### src/rtl/core/vsaa_pkg.sv
// Package: constants and types for the vital sign averager.
package vsaa_pkg;
  localparam int WINDOW_DEF = 600;
  localparam int PULSE_SUM_BITS_DEF = 16;
  localparam int CNT_W = 10;
  localparam int TSUM_W = 26;
  localparam int PULSE_W = 16;
  localparam int TEMP_W = 15;
  localparam int CFG_IDX_W = 3;
  localparam int CFG_DATA_W = 16;
  localparam int PULSE_ACCEPT_MAX = 250;
  localparam int REMOVE_PULSE_FLOOR = 30;
  localparam int REMOVE_TEMP_FLOOR = 3000;
  localparam int QUEUE_DEPTH = 2;

  localparam logic [CFG_IDX_W-1:0] REG_PULSE_LOW = 3'd0;
  localparam logic [CFG_IDX_W-1:0] REG_PULSE_HIGH = 3'd1;
  localparam logic [CFG_IDX_W-1:0] REG_TEMP_HIGH = 3'd2;
  localparam logic [CFG_IDX_W-1:0] REG_TEMP_LOW = 3'd3;
  localparam logic [CFG_IDX_W-1:0] REG_TEMP_PREV_OK = 3'd4;
  localparam logic [CFG_IDX_W-1:0] REG_TEMP_DROP = 3'd5;
  localparam logic [CFG_IDX_W-1:0] REG_STUCK = 3'd6;
  localparam logic [CFG_IDX_W-1:0] REG_PERIOD = 3'd7;

  // Classified sample handed from front to back.
  typedef struct packed {
    logic signed [PULSE_W-1:0] pulse;
    logic signed [TEMP_W-1:0] temp;
    logic report;
  } vsaa_item_t;

  typedef struct packed {
    logic [7:0] pulse_low_limit;
    logic [7:0] pulse_high_limit;
    logic signed [TEMP_W-1:0] temp_high_limit;
    logic signed [TEMP_W-1:0] temp_low_limit;
    logic signed [TEMP_W-1:0] temp_prev_ok_level;
    logic signed [TEMP_W-1:0] temp_drop_level;
    logic [9:0] stuck_limit;
    logic [15:0] report_period;
  } vsaa_cfg_t;
endpackage

### src/rtl/core/vsaa_front.sv
// Front: stuck-pulse replacement, report tick counting and queue of items.
module vsaa_front import vsaa_pkg::*; (
  input  logic clk,
  input  logic rst,
  input  vsaa_cfg_t cfg,
  input  logic in_valid,
  output logic in_stall,
  input  logic signed [PULSE_W-1:0] pulse_sample,
  input  logic signed [TEMP_W-1:0] temp_sample,
  output logic q_valid,
  input  logic q_pop,
  output vsaa_item_t q_item
);
  vsaa_item_t q [QUEUE_DEPTH];
  logic [1:0] cnt;
  logic rd_ptr, wr_ptr;
  logic [16:0] tick_counter;
  logic signed [PULSE_W-1:0] repeat_value;
  logic [9:0] repeat_counter;
  logic accept;
  vsaa_item_t item;
  logic [16:0] tick_inc;

  assign in_stall = (cnt == 2'(QUEUE_DEPTH));
  assign accept = in_valid && !in_stall;
  assign q_valid = (cnt != 2'd0);
  assign q_item = q[rd_ptr];
  assign tick_inc = tick_counter + 17'd1;

  always_comb begin
    item.temp = temp_sample;
    item.pulse = pulse_sample;
    if (pulse_sample == repeat_value && repeat_counter > cfg.stuck_limit) begin
      item.pulse = 16'sd1;
    end
    item.report = (tick_inc > {1'b0, cfg.report_period});
  end

  always_ff @(posedge clk) begin
    if (rst) begin
      cnt <= '0;
      rd_ptr <= 1'b0;
      wr_ptr <= 1'b0;
      tick_counter <= '0;
      repeat_value <= '0;
      repeat_counter <= '0;
    end else begin
      if (accept) begin
        q[wr_ptr] <= item;
        wr_ptr <= ~wr_ptr;
        tick_counter <= item.report ? 17'd0 : tick_inc;
        if (pulse_sample != repeat_value) begin
          repeat_counter <= '0;
          repeat_value <= pulse_sample;
        end else if (repeat_counter <= cfg.stuck_limit && repeat_counter != 10'd1023) begin
          repeat_counter <= repeat_counter + 10'd1;
        end
      end
      if (q_pop) rd_ptr <= ~rd_ptr;
      cnt <= cnt + 2'(accept) - 2'(q_pop);
    end
  end
endmodule

### src/rtl/core/vsaa_div.sv
// Shared restoring divider for window averages (non-negative operands).
module vsaa_div import vsaa_pkg::*; (
  input  logic clk,
  input  logic rst,
  input  logic start,
  input  logic [TSUM_W-1:0] dividend,
  input  logic [CNT_W-1:0] divisor,
  output logic busy,
  output logic [TSUM_W-1:0] quotient
);
  logic [4:0] steps;
  logic [CNT_W:0] rem;
  logic [CNT_W:0] trial;
  logic [CNT_W-1:0] dvs;

  assign trial = {rem[CNT_W-1:0], quotient[TSUM_W-1]};

  always_ff @(posedge clk) begin
    if (rst) begin
      busy <= 1'b0;
      steps <= '0;
    end else if (start) begin
      busy <= 1'b1;
      steps <= 5'(TSUM_W - 1);
      rem <= '0;
      quotient <= dividend;
      dvs <= divisor;
    end else if (busy) begin
      if (trial >= {1'b0, dvs}) begin
        rem <= trial - {1'b0, dvs};
        quotient <= {quotient[TSUM_W-2:0], 1'b1};
      end else begin
        rem <= trial;
        quotient <= {quotient[TSUM_W-2:0], 1'b0};
      end
      if (steps == 5'd0) busy <= 1'b0;
      steps <= steps - 5'd1;
    end
  end
endmodule

### src/rtl/core/vsaa_back.sv
// Back: window accumulation, averaging and report generation.
module vsaa_back import vsaa_pkg::*; #(
  parameter int WINDOW = WINDOW_DEF,
  parameter int PULSE_SUM_BITS = PULSE_SUM_BITS_DEF
) (
  input  logic clk,
  input  logic rst,
  input  vsaa_cfg_t cfg,
  input  logic q_valid,
  output logic q_pop,
  input  vsaa_item_t q_item,
  output logic out_valid,
  input  logic out_stall,
  output logic [7:0] avg_pulse,
  output logic signed [TEMP_W-1:0] avg_temp,
  output logic removed_flag,
  output logic problem_flag
);
  localparam logic [2:0] S_IDLE = 3'd0;
  localparam logic [2:0] S_TDIV = 3'd1;
  localparam logic [2:0] S_PSTART = 3'd2;
  localparam logic [2:0] S_PDIV = 3'd3;
  localparam logic [2:0] S_REPORT = 3'd4;
  localparam int PS_W = PULSE_SUM_BITS + 1;
  localparam logic signed [PS_W-1:0] PTOP = PS_W'((64'd1 << (PULSE_SUM_BITS - 1)) - 64'd1);

  logic [2:0] state;
  logic rep_pend, pdiv_pend;
  logic [CNT_W-1:0] temp_count, pulse_count;
  logic signed [TSUM_W-1:0] temp_sum;
  logic signed [PULSE_SUM_BITS-1:0] pulse_sum;
  logic [7:0] pulse_average, prev_pulse;
  logic signed [TEMP_W-1:0] temp_average, prev_temp;
  logic removed_latch;
  logic tneg, pclose;
  logic div_start, div_busy;
  logic [TSUM_W-1:0] div_a, div_q;
  logic [CNT_W-1:0] div_b;
  logic [CNT_W-1:0] tc_next;
  logic signed [TSUM_W-1:0] ts_next;
  logic signed [PS_W-1:0] psum_ext, pt;
  logic p_ok;
  logic removed, p_bad, t_bad;
  logic signed [8:0] p9, prev9, low9, high9;

  assign q_pop = (state == S_IDLE) && q_valid;
  assign tc_next = temp_count + CNT_W'(1);
  assign ts_next = temp_sum + TSUM_W'(q_item.temp);
  assign psum_ext = PS_W'(pulse_sum);
  assign pt = psum_ext + PS_W'(q_item.pulse);
  assign pclose = (pulse_sum > 0 && (pt < 0 || pt > PTOP)) || (pulse_count > CNT_W'(WINDOW));
  assign p_ok = q_item.pulse > 0 && q_item.pulse < PS_W'(PULSE_ACCEPT_MAX);

  assign p9 = {1'b0, pulse_average};
  assign prev9 = {1'b0, prev_pulse};
  assign low9 = {1'b0, cfg.pulse_low_limit};
  assign high9 = {1'b0, cfg.pulse_high_limit};
  always_comb begin
    removed = removed_latch
      || (p9 < low9 && temp_average < cfg.temp_drop_level && prev9 >= low9
          && prev_temp >= cfg.temp_prev_ok_level)
      || (p9 < 9'(REMOVE_PULSE_FLOOR) && temp_average < TEMP_W'(REMOVE_TEMP_FLOOR));
    p_bad = p9 >= high9 || p9 < low9;
    t_bad = temp_average >= cfg.temp_high_limit || temp_average < cfg.temp_low_limit;
  end

  vsaa_div u_div (
    .clk(clk), .rst(rst), .start(div_start), .dividend(div_a), .divisor(div_b),
    .busy(div_busy), .quotient(div_q)
  );

  always_comb begin
    div_start = 1'b0;
    div_a = (ts_next < 0) ? TSUM_W'(-ts_next) : TSUM_W'(ts_next);
    div_b = tc_next;
    if (state == S_PSTART && pdiv_pend) begin
      div_start = 1'b1;
      div_a = TSUM_W'($unsigned(pulse_sum));
      div_b = pulse_count;
    end else if (state == S_IDLE && q_valid && tc_next > CNT_W'(WINDOW)) begin
      div_start = 1'b1;
    end
  end

  always_ff @(posedge clk) begin
    if (rst) begin
      state <= S_IDLE;
      out_valid <= 1'b0;
      rep_pend <= 1'b0;
      pdiv_pend <= 1'b0;
      temp_count <= '0;
      temp_sum <= '0;
      pulse_count <= '0;
      pulse_sum <= '0;
      pulse_average <= '0;
      temp_average <= '0;
      prev_pulse <= '0;
      prev_temp <= '0;
      removed_latch <= 1'b0;
      tneg <= 1'b0;
    end else begin
      if (state == S_REPORT && rep_pend && (!out_valid || !out_stall)) begin
        out_valid <= 1'b1;
      end else if (out_valid && !out_stall) begin
        out_valid <= 1'b0;
      end
      case (state)
        S_IDLE: begin
          if (q_valid) begin
            tneg <= ts_next < 0;
            if (tc_next > CNT_W'(WINDOW)) begin
              temp_count <= '0;
              temp_sum <= '0;
              state <= S_TDIV;
            end else begin
              temp_count <= tc_next;
              temp_sum <= ts_next;
              state <= S_PSTART;
            end
            if (!pclose && p_ok) begin
              pulse_count <= pulse_count + CNT_W'(1);
              pulse_sum <= PULSE_SUM_BITS'(pt);
            end
            rep_pend <= q_item.report;
            pdiv_pend <= pclose && pulse_count != '0;
          end
        end
        S_TDIV: begin
          if (!div_start && !div_busy) begin
            temp_average <= tneg ? TEMP_W'(-div_q) : TEMP_W'(div_q);
            state <= S_PSTART;
          end
        end
        S_PSTART: begin
          if (pdiv_pend) begin
            state <= S_PDIV;
          end else begin
            state <= S_REPORT;
          end
        end
        S_PDIV: begin
          if (!div_busy) begin
            pulse_average <= div_q[7:0];
            pulse_count <= '0;
            pulse_sum <= '0;
            state <= S_REPORT;
          end
        end
        S_REPORT: begin
          if (!rep_pend) begin
            state <= S_IDLE;
          end else if (!out_valid || !out_stall) begin
            avg_pulse <= pulse_average;
            avg_temp <= temp_average;
            removed_flag <= removed;
            problem_flag <= p_bad != t_bad;
            prev_pulse <= pulse_average;
            prev_temp <= temp_average;
            removed_latch <= removed;
            state <= S_IDLE;
          end
        end
        default: state <= S_IDLE;
      endcase
    end
  end
endmodule

### src/rtl/core/vital_sign_averager_alarm.sv
// Top level: vital sign averager with removal and problem flags.
// Flow: each sample passes S_IDLE, S_PSTART and S_REPORT, adding S_TDIV and S_PDIV when
// the temperature or pulse window closes (26-step divider per average).
// The back end takes a new sample only once it has finished the last one; a two-entry
// queue decouples intake, and a stalled report beat holds the back end.
// Reset: synchronous active-high rst clears counters, sums, averages and the removal
// latch; limits return to their defaults.
module vital_sign_averager_alarm import vsaa_pkg::*; #(
  parameter int WINDOW = WINDOW_DEF,
  parameter int PULSE_SUM_BITS = PULSE_SUM_BITS_DEF
) (
  input  logic clk,
  input  logic rst,
  input  logic in_valid,
  output logic in_stall,
  input  logic signed [PULSE_W-1:0] pulse_sample,
  input  logic signed [TEMP_W-1:0] temp_sample,
  output logic out_valid,
  input  logic out_stall,
  output logic [7:0] avg_pulse,
  output logic signed [TEMP_W-1:0] avg_temp,
  output logic removed_flag,
  output logic problem_flag,
  input  logic cfg_valid,
  output logic cfg_ready,
  input  logic [CFG_IDX_W-1:0] cfg_index,
  input  logic [CFG_DATA_W-1:0] cfg_data
);
  vsaa_cfg_t cfg;
  logic q_valid, q_pop;
  vsaa_item_t q_item;

  assign cfg_ready = 1'b1;

  always_ff @(posedge clk) begin
    if (rst) begin
      cfg.pulse_low_limit <= 8'd50;
      cfg.pulse_high_limit <= 8'd90;
      cfg.temp_high_limit <= 15'sd3800;
      cfg.temp_low_limit <= 15'sd3600;
      cfg.temp_prev_ok_level <= 15'sd3500;
      cfg.temp_drop_level <= 15'sd3300;
      cfg.stuck_limit <= 10'd200;
      cfg.report_period <= 16'd2000;
    end else if (cfg_valid) begin
      case (cfg_index)
        REG_PULSE_LOW: cfg.pulse_low_limit <= cfg_data[7:0];
        REG_PULSE_HIGH: cfg.pulse_high_limit <= cfg_data[7:0];
        REG_TEMP_HIGH: cfg.temp_high_limit <= cfg_data[TEMP_W-1:0];
        REG_TEMP_LOW: cfg.temp_low_limit <= cfg_data[TEMP_W-1:0];
        REG_TEMP_PREV_OK: cfg.temp_prev_ok_level <= cfg_data[TEMP_W-1:0];
        REG_TEMP_DROP: cfg.temp_drop_level <= cfg_data[TEMP_W-1:0];
        REG_STUCK: cfg.stuck_limit <= cfg_data[9:0];
        REG_PERIOD: cfg.report_period <= cfg_data;
        default: ;
      endcase
    end
  end

  vsaa_front u_front (
    .clk(clk), .rst(rst), .cfg(cfg), .in_valid(in_valid), .in_stall(in_stall),
    .pulse_sample(pulse_sample), .temp_sample(temp_sample),
    .q_valid(q_valid), .q_pop(q_pop), .q_item(q_item)
  );

  vsaa_back #(.WINDOW(WINDOW), .PULSE_SUM_BITS(PULSE_SUM_BITS)) u_back (
    .clk(clk), .rst(rst), .cfg(cfg), .q_valid(q_valid), .q_pop(q_pop), .q_item(q_item),
    .out_valid(out_valid), .out_stall(out_stall), .avg_pulse(avg_pulse),
    .avg_temp(avg_temp), .removed_flag(removed_flag), .problem_flag(problem_flag)
  );
endmodule

### config.mk
export PLATFORM = sky130hd
export DESIGN_NAME = vital_sign_averager_alarm
export DESIGN_NICKNAME = d
export VERILOG_FILES = /design/src/rtl/core/vsaa_pkg.sv /design/src/rtl/core/vsaa_front.sv /design/src/rtl/core/vsaa_div.sv /design/src/rtl/core/vsaa_back.sv /design/src/rtl/core/vital_sign_averager_alarm.sv
export SDC_FILE = /design/constraint.sdc
export NUM_CORES = 1
export LEC_CHECK = 0
export BUFFER_PORTS_ARGS = -buffer_cell sky130_fd_sc_hd__buf_2
export CORE_MARGIN = 2
export CORE_UTILIZATION = 50
export CTS_BUF_LIST = sky130_fd_sc_hd__clkbuf_2
export DETAILED_ROUTE_END_ITERATION = 8
export PLACE_DENSITY = 0.67
export SLEW_MARGIN = 15
export SYNTH_ARGS = -nofsm -noshare
export SYNTH_HDL_FRONTEND = slang
export SYNTH_SLANG_ARGS = --single-unit
### constraint.sdc
create_clock -name clk -period 6.4 [get_ports clk]
set_input_delay 0.64 -clock clk [delete_from_list [all_inputs] [get_ports clk]]
set_output_delay 0.64 -clock clk [all_outputs]
set_load 0.005 [all_outputs]
==> results of run 1 <==
## final timing paths
| kind | end | slack (ps) | depth (start not counted) |
|---|---|---|---|
| worst max-delay path | u_back.u_div.quotient[24]$_DFFE_PP_ | 1830 | 13 |
| worst min-delay path | cfg[3]$_SDFFE_PP0P_ | 140 | 5 |
| worst max register to register | u_back.u_div.quotient[24]$_DFFE_PP_ | 1830 | 13 |
| worst min register to register | cfg[30]$_SDFFE_PP0P_ | 460 | 2 |
## layer usage
layer / vias up / GRT usage / share of wire
li1: 9174 / - / -
met1: 8533 / 0.3000 / 0.44
met2: 528 / 0.3962 / 0.47
met3: 124 / 0.04087 / 0.054
met4: 0 / 0.09080 / 0.031
met5: - / 0 / 0
## timing repair
action	in CTS	in global routing
setup buffers	0	0
hold buffers	48	0
hold endpoints to repair	181	0
resized for setup	0	0
## sequential cells by signal (all words and copies together) (netlist names), 15 cells and up, named ones only
register	cells
u_front.q	64
u_back.prev_temp	15
u_back.u_div.quotient	26
u_front.repeat_value	16
cfg	102
u_back.temp_sum	26
u_back.pulse_sum	16
u_front.tick_counter	17
u_back.temp_average	15
u_back.avg_temp	15
## per-stage QoR
step / hold WS, ps / cell area [µm²]
after floorplan: 436.2 / 22380
after global placement: 441.8 / 23260
after detailed placement: 446.6 / 23260
after CTS: 53.29 / 24690
after global routing: 47.17 / 24710
final: 135.9 / 24710
## final cells by class
type	instances	area, µm²	area share
antenna	3	7.507	0.0003038
clock buffer	154	770.7	0.03119
clock inverter	43	171.4	0.006938
inverter	164	615.6	0.02492
multi-input combinational	1831	11840	0.4791
sequential	407	9499	0.3845
tap	592	740.7	0.02998
timing repair buffer	150	1065	0.04310
## synth_stat cells, drive strengths merged (5+ instances only)
master,instances
a2111oi,6
a211o,31
a211oi,15
a21boi,6
a21o,56
a21oi,250
a22oi,17
a31oi,9
and2,26
and3,21
and4,5
buf,18
clkbuf,102
dfxtp,272
edfxtp,135
ha,170
inv,163
mux2,32
mux2i,33
nand2,359
nand2b,25
nand3,79
nand3b,15
nand4,38
nor2,201
nor2b,25
nor3,44
nor3b,5
nor4,17
o211ai,11
o21a,11
o21ai,109
o31ai,11
or2,7
or3,18
or4,6
xnor2,82
xor2,50
## logic make-up after synthesis
kind of cell | Yosys count | synth area share
and+or+nand+nor | 895 | 0.1849
AOI/OAI and AO/OA | 563 | 0.1584
DFF | 407 | 0.4244
buffers and inverters | 284 | 0.04958
adders and majority gates | 173 | 0.09771
xor gates and xnor gates | 134 | 0.05366
muxes | 65 | 0.03119
other | 1 | 0.0001675
## worst reg2reg max path, cell delays in order (launching register included)
cell,delay [ps]
dfxtp_1,350
buf_4,230
mux2i_1,550
inv_1,410
ha_1,500
nand4_1,200
nor3_1,80
nor3_1,240
a41oi_1,210
a31o_2,330
o31ai_4,240
xnor3_1,510
or4_1,580
nand3_1,90
## power breakdown
part,internal [W],total [W],switching [W]
sequential,0.00283,0.00294,0.000113
combinational,0.00110,0.00281,0.00171
clock,0.000651,0.00174,0.00109
==> summary.md, run 1 <==
| Metric | Value |
|---|---|
| WL final | `55.12 mm` |
| Cell family with the largest share of critical-path delay | `simple AND/OR/NAND/NOR gates` |
| CTS tree | `built` |
| Startpoint type of the worst setup path | `flip-flop` |
| Worst Min Path Start | `cfg_index[1]` |
| Chip Height | `around 220 µm` |
| DR iter-0 viols | `1,274` |
| Worst path slowest cell | `or4_1` |
| Core area | `44,220 µm²` |
| Number of synthesized register bits | `407` |
| Outcome | `finished, final reports clean` |
| Gr ovfl total | `0` |
| Worst setup path class | `flip-flop to flip-flop` |
| Dpl hpwl | `38.42 mm` |
| Peak supply drop | `between 200 and 250 µV` |
| Post-Syn Instances | `2,522` |
| DR WL/cell | `16.48 µm` |
| Final #Nets | `~2,900` |
| Most Frequent Cell on Critical Path | `nor3_1` |
| Antenna violations before repair | `2` |
| H-tree lvl count | `3` |
| Post-synth top area share | `0.2433` |
| Layout area overhead | `10.39%` |
| Share of layout cells above drive strength 1 | `0.1240` |
| Worst skew pair latency | `between 1000 and 1500 ps` |
| Crit path required time | `7360 ps` |
| Worst path bufs/invs | `2` |
| Async set or reset register ratio after synthesis | `0` |
| CP peak stage delay | `580 ps` |
| Most frequent cells in the layout | `nand2_1, dfxtp_1, a21oi_1` |
| Hold crit path type | `input port to flip-flop` |
| Unrepaired setup endpoints after global routing | `no` |
| Final Setup Violations | `0` |
| Ys Warns | `0` |
| Lkg Pwr | `10.31 nW` |
| Cell Pwr Density | `between 300 and 400 nW/µm²` |
| CTS sink cnt | `407` |
| ANT nets after route | `0` |
| Placed insts | `3,095` |
| Die width | `215.6 µm` |
| First-pass GRT wire length | `88.80 mm` |
| CTS Buf Count | `106` |
| Crit path max fanout | `15` |
| Via count | `18,360` |
| Max-slew violations | `0` |
| Worst-Margin Slew | `1148 ps` |
| Mapped cell area | `22,380 µm²` |
| F_max | `about 220 MHz` |
| Critical Path AT | `5530 ps` |
| Number of I/O port buffers | `81` |
| Via-to-Cell Ratio | `between 5 and 6` |
| MaxCap Viol Count | `0` |
| Crit path cell chain | `buf_4 -> mux2i_1 -> inv_1 -> ha_1 -> nand4_1 -> nor3_1 -> nor3_1 -> a41oi_1 -> a31o_2 -> o31ai_4 -> xnor3_1 -> or4_1 -> nand3_1` |
| DP Worst Slack | `1853 ps` |
| Yosys top cell by area | `dfxtp_1` |
| Register area share after synthesis | `0.4244` |
| Final worst-path cycle share | `0.7145` |
| Routability Congestion | `a little under 0.9` |
| Yosys cell types | `83` |
| Setup TNS | `0 ps` |
| Number of synthesized flops with an enable pin | `135` |
| Final hold vios | `0` |
| Num rows | `between 70 and 80` |
| Skew final | `82.50 ps` |
| Vias in the first global route | `17,780` |
| Syn nets | `2,750` |
| Synth area leaders | `dfxtp_1, edfxtp_1, ha_1` |
| Clock root cell | `clkbuf_2` |
| Post-Syn Area per Cell | `8.875 µm²` |
| Worst-path clk slew | `110 ps` |
| Final core occ | `0.5587` |
| Crit. End Element | `flip-flop` |
| Clock period minus worst slack | `roughly 4600 ps` |
| Buffers from clock root to sink, at most | `3` |
| Post-route DRC | `0` |
| Initial cell density of the core | `0.5062` |
| Commonest non-fill, non-tap cell in the layout | `nand2_1` |
| Relative slew slack | `0.2338` |
| Die Area | `46,470 µm²` |
| # fillers | `~4,000` |
| DRT Pass-1 Iters | `5` |
| Final Non-Filler Cells | `3,344` |
| Final Power | `0.007497 W` |
| IO Count | `83` |
| Largest net degree at the start of global routing | `about 150` |
| Prevailing post-synth register cell | `dfxtp_1` |
| Setup WS post-layout | `1827 ps` |
| Overall Global Routing Usage | `0.2348` |
No activity file was read; power rests on OpenSTA's default activity.
==> run 2: changes to the inputs <==
--- a/config.mk
+++ b/config.mk
@@ -10,7 +10,7 @@
 export CORE_UTILIZATION = 50
 export CTS_BUF_LIST = sky130_fd_sc_hd__clkbuf_2
 export DETAILED_ROUTE_END_ITERATION = 8
-export PLACE_DENSITY = 0.67
+export PLACE_DENSITY = 0.69
 export SLEW_MARGIN = 15
 export SYNTH_ARGS = -nofsm -noshare
 export SYNTH_HDL_FRONTEND = slang
==> constraint.sdc (replaced) <==
create_clock -name clk -period 3.8 [get_ports clk]
set_input_delay 0.38 -clock clk [delete_from_list [all_inputs] [get_ports clk]]
set_output_delay 0.38 -clock clk [all_outputs]
set_load 0.005 [all_outputs]
==> summary.md, run 2 (synthesis results as in run 1) <==
| Metric | Value |
|---|---|
| Outcome | `finished, final reports clean` |
| Max-slew violations | `0 (unchanged)` |
| CTS Buf Count | `105 (-0.94%)` |
| Hold path depth | `3 (-2)` |
| Largest registers | `cfg x102, u_front.q x64` |
| CTS tree | `built` |
| Highest metal used | `met4` |
| Register area | `9504 µm² (about the same)` |
| Worst R2R Path Depth | `15 (+2)` |
| Flop pwr share | `0.348 (-0.045)` |
| Final Setup Violations | `0 (unchanged)` |
| Worst skew pair latency | `1110 ps (+30 ps)` |
| CP peak stage delay | `390 ps (-190 ps)` |
| Worst-path clk slew | `100 ps (about the same)` |
| Routability Congestion | `0.9165 (+3.4%)` |
| Setup TNS | `0 ps (unchanged)` |
| Hold endpoint | `cfg[51]$_SDFFE_PP1P_` |
| Crit path cell chain | `buf_12 -> mux2_4 -> ha_4 -> fa_2 -> a211oi_4 -> o31ai_4 -> o2111ai_2 -> a21oi_2 -> or3_4 -> a2111oi_4 -> nand4_2 -> buf_6 -> o31ai_2 -> xor2_1 -> o21ai_1` |
| Gr ovfl total | `0 (unchanged)` |
| Worst path bufs/invs | `2 (unchanged)` |
| Post-route DRC | `0 (unchanged)` |
| Crit path required time | `4650 ps (-2710 ps)` |
| Cell Pwr Density | `536.7 nW/µm² (+77%)` |
| Gate power share | `0.434 (+0.059)` |
| Share of layout cells above drive strength 1 | `0.1833 (+0.05930)` |
| Sw Pwr | `0.005496 W (+89%)` |
| Overall Global Routing Usage | `0.2453 (+0.01050)` |
| Final #Nets | `3,057 (+5.9%)` |
| Multi-input logic area | `12,280 µm² (+3.7%)` |
| Relative slew slack | `0.2387 (+0.004924)` |
| Internal power | `0.008811 W (+92%)` |
| Antenna violations before repair | `2 (unchanged)` |
| Core area | `44,220 µm² (unchanged)` |
| ANT nets after route | `0 (unchanged)` |
| Num rows | `77 (unchanged)` |
| Worst r2r dst | `u_back.u_div.quotient[23]$_DFFE_PP_` |
| Chip Height | `215.6 µm (unchanged)` |
| Detail Route met3 WL | `3.057 mm (+3.6%)` |
| IO Count | `83 (unchanged)` |
| Buffers from clock root to sink, at most | `3 (unchanged)` |
| Unrepaired setup endpoints after global routing | `yes` |
| First-pass GRT wire length | `93.33 mm (+5.1%)` |
| Startpoint type of the worst setup path | `flip-flop` |
| Sw Share | `0.3841 (-0.004411)` |
| DR iter-0 viols | `1,276 (+0.16%)` |
| Worst path slowest cell | `fa_2` |
| MaxCap Viol Count | `0 (unchanged)` |
| Crit. End Element | `flip-flop` |
| Worst-Margin Slew | `1138 ps (-10.35 ps)` |
| Skew final | `76.49 ps (-6.007 ps)` |
| Worst setup path class | `flip-flop to flip-flop` |
| Cell family with the largest share of critical-path delay | `compound AO/OA/AOI/OAI gates` |
| DR WL met2 | `27.86 mm (+7.1%)` |
| Critical Path AT | `4610 ps (-920 ps)` |
| Peak supply drop | `366.9 µV (+80%)` |
| Most flop-heavy register | `cfg` |
| Via count | `19,210 (+4.6%)` |
| Max reg flops | `102 (unchanged)` |
| Crit path max fanout | `6 (-9)` |
| Die width | `215.6 µm (unchanged)` |
| WL final | `58.24 mm (+5.7%)` |
| DRT Pass-1 Iters | `6 (+1)` |
| Final core occ | `0.6029 (+0.04414)` |
| Clk pwr share | `0.218 (-0.015)` |
| Die Area | `46,470 µm² (unchanged)` |
| Hold slack | `126.4 ps (-9.501 ps)` |
| Lkg Pwr | `11.23 nW (+8.9%)` |
| H-tree lvl count | `3 (unchanged)` |
| DRT met1 WL | `25.43 mm (+3.9%)` |
| Final hold vios | `0 (unchanged)` |
| Reg-to-reg slack, setup | `40 ps (-1780 ps)` |
| CTS sink cnt | `407 (unchanged)` |
| Clock period minus worst slack | `3756 ps (-816.7 ps)` |
| DR WL/cell | `16.57 µm (+0.49%)` |
| Worst Min Path Start | `cfg_data[10]` |
| Dpl hpwl | `40.17 mm (+4.6%)` |
| F_max | `266.2 MHz (+22%)` |
| Commonest non-fill, non-tap cell in the layout | `nand2_1` |
| Final worst-path cycle share | `0.9885 (+0.2740)` |
| Number of I/O port buffers | `81 (unchanged)` |
| Via-to-Cell Ratio | `5.463 (-0.49%)` |
| Layout area overhead | `19.11%` |
| Initial cell density of the core | `0.5062 (unchanged)` |
| Clock root cell | `clkbuf_2` |
| Largest net degree at the start of global routing | `90 (-41%)` |
| Most frequent cells in the layout | `nand2_1, dfxtp_1, a21oi_1` |
| Vias in the first global route | `18,920 (+6.4%)` |
| Hold crit path type | `input port to flip-flop` |
| # fillers | `3,801 (-6.7%)` |
run 2: changes by cell type in the layout (fill, tap and decap cells not counted), sizes merged:
cell         before  now
buf             101  216
dlygate4sd3      48  102
bufinv            0    2
xnor3             2    3
clkinv           42   40
diode             3    6
clkbuf          155  153
clkinvlp          0    1
run 2: worst max-delay path by stage:
stage,cells past startpoint,slack [ps],startpoint,endpoint
floorplan,16,-130,flip-flop,u_back.u_div.quotient[25]$_DFFE_PP_
global placement,13,-180,flip-flop,u_back.u_div.quotient[13]$_DFFE_PP_
detailed placement,13,-250,flip-flop,u_back.u_div.quotient[10]$_DFFE_PP_
CTS,13,-2,flip-flop,u_back.u_div.quotient[25]$_DFFE_PP_
global route,15,-180,flip-flop,u_back.u_div.quotient[23]$_DFFE_PP_
finish,15,40,flip-flop,u_back.u_div.quotient[23]$_DFFE_PP_
run 2: power groups by stage:
stage	registers [W]	clock network, W	logic (W)
floorplan	0.00500	0	0.00380
global placement	0.00507	0	0.00529
detailed placement	0.00508	0	0.00539
CTS	0.00499	0.00322	0.00553
global route	0.00502	0.00344	0.00678
finish	0.00498	0.00312	0.00621
run 2: cell type report:
class	instances	area share
Sequential cell	407	0.3565
Clock buffer	152	0.02854
Antenna cell	6	0.0005632
Tap cell	592	0.02778
Inverter	164	0.02309
Timing Repair Buffer	319	0.09377
Clock inverter	44	0.009105
Multi-Input combinational cell	1832	0.4606
run 2: metrics by stage:
step | instances | instance area, µm² | total power (W) | worst slack [ps]
after floorplan | 2522 | 22480 | 0.008797 | -134.6
after global placement | 3193 | 24040 | 0.01036 | -176.7
after detailed placement | 3193 | 24040 | 0.01048 | -245.9
after CTS | 3494 | 26110 | 0.01373 | -2.462
after global routing | 3516 | 26660 | 0.01524 | -179.5
final | 3516 | 26660 | 0.01431 | 43.73
run 2: worst reg2reg max path, stage by stage, from the launching register on:
cell	delay, ps
dfxtp_4	370
buf_12	130
mux2_4	310
ha_4	170
fa_2	390
a211oi_4	280
o31ai_4	130
o2111ai_2	220
a21oi_2	90
or3_4	350
a2111oi_4	350
nand4_2	170
buf_6	170
o31ai_2	200
xor2_1	160
o21ai_1	70
run 2: what timing repair did:
item	in CTS	in global routing
buffers inserted	3	15
pin swaps	1	17
setup endpoints to repair	47	62
gates resized for setup	7	88
endpoints found under the hold margin	257	0
cloned	0	1
hold buffers	102	0
run 2: layer usage:
| metal | vias to the layer above | GRT usage |
|---|---|---|
| met5 | - | 0 |
| met4 | 0 | 0.1028 |
| met3 | 148 | 0.04581 |
| met2 | 547 | 0.4095 |
| met1 | 9011 | 0.3120 |
| li1 | 9502 | - |
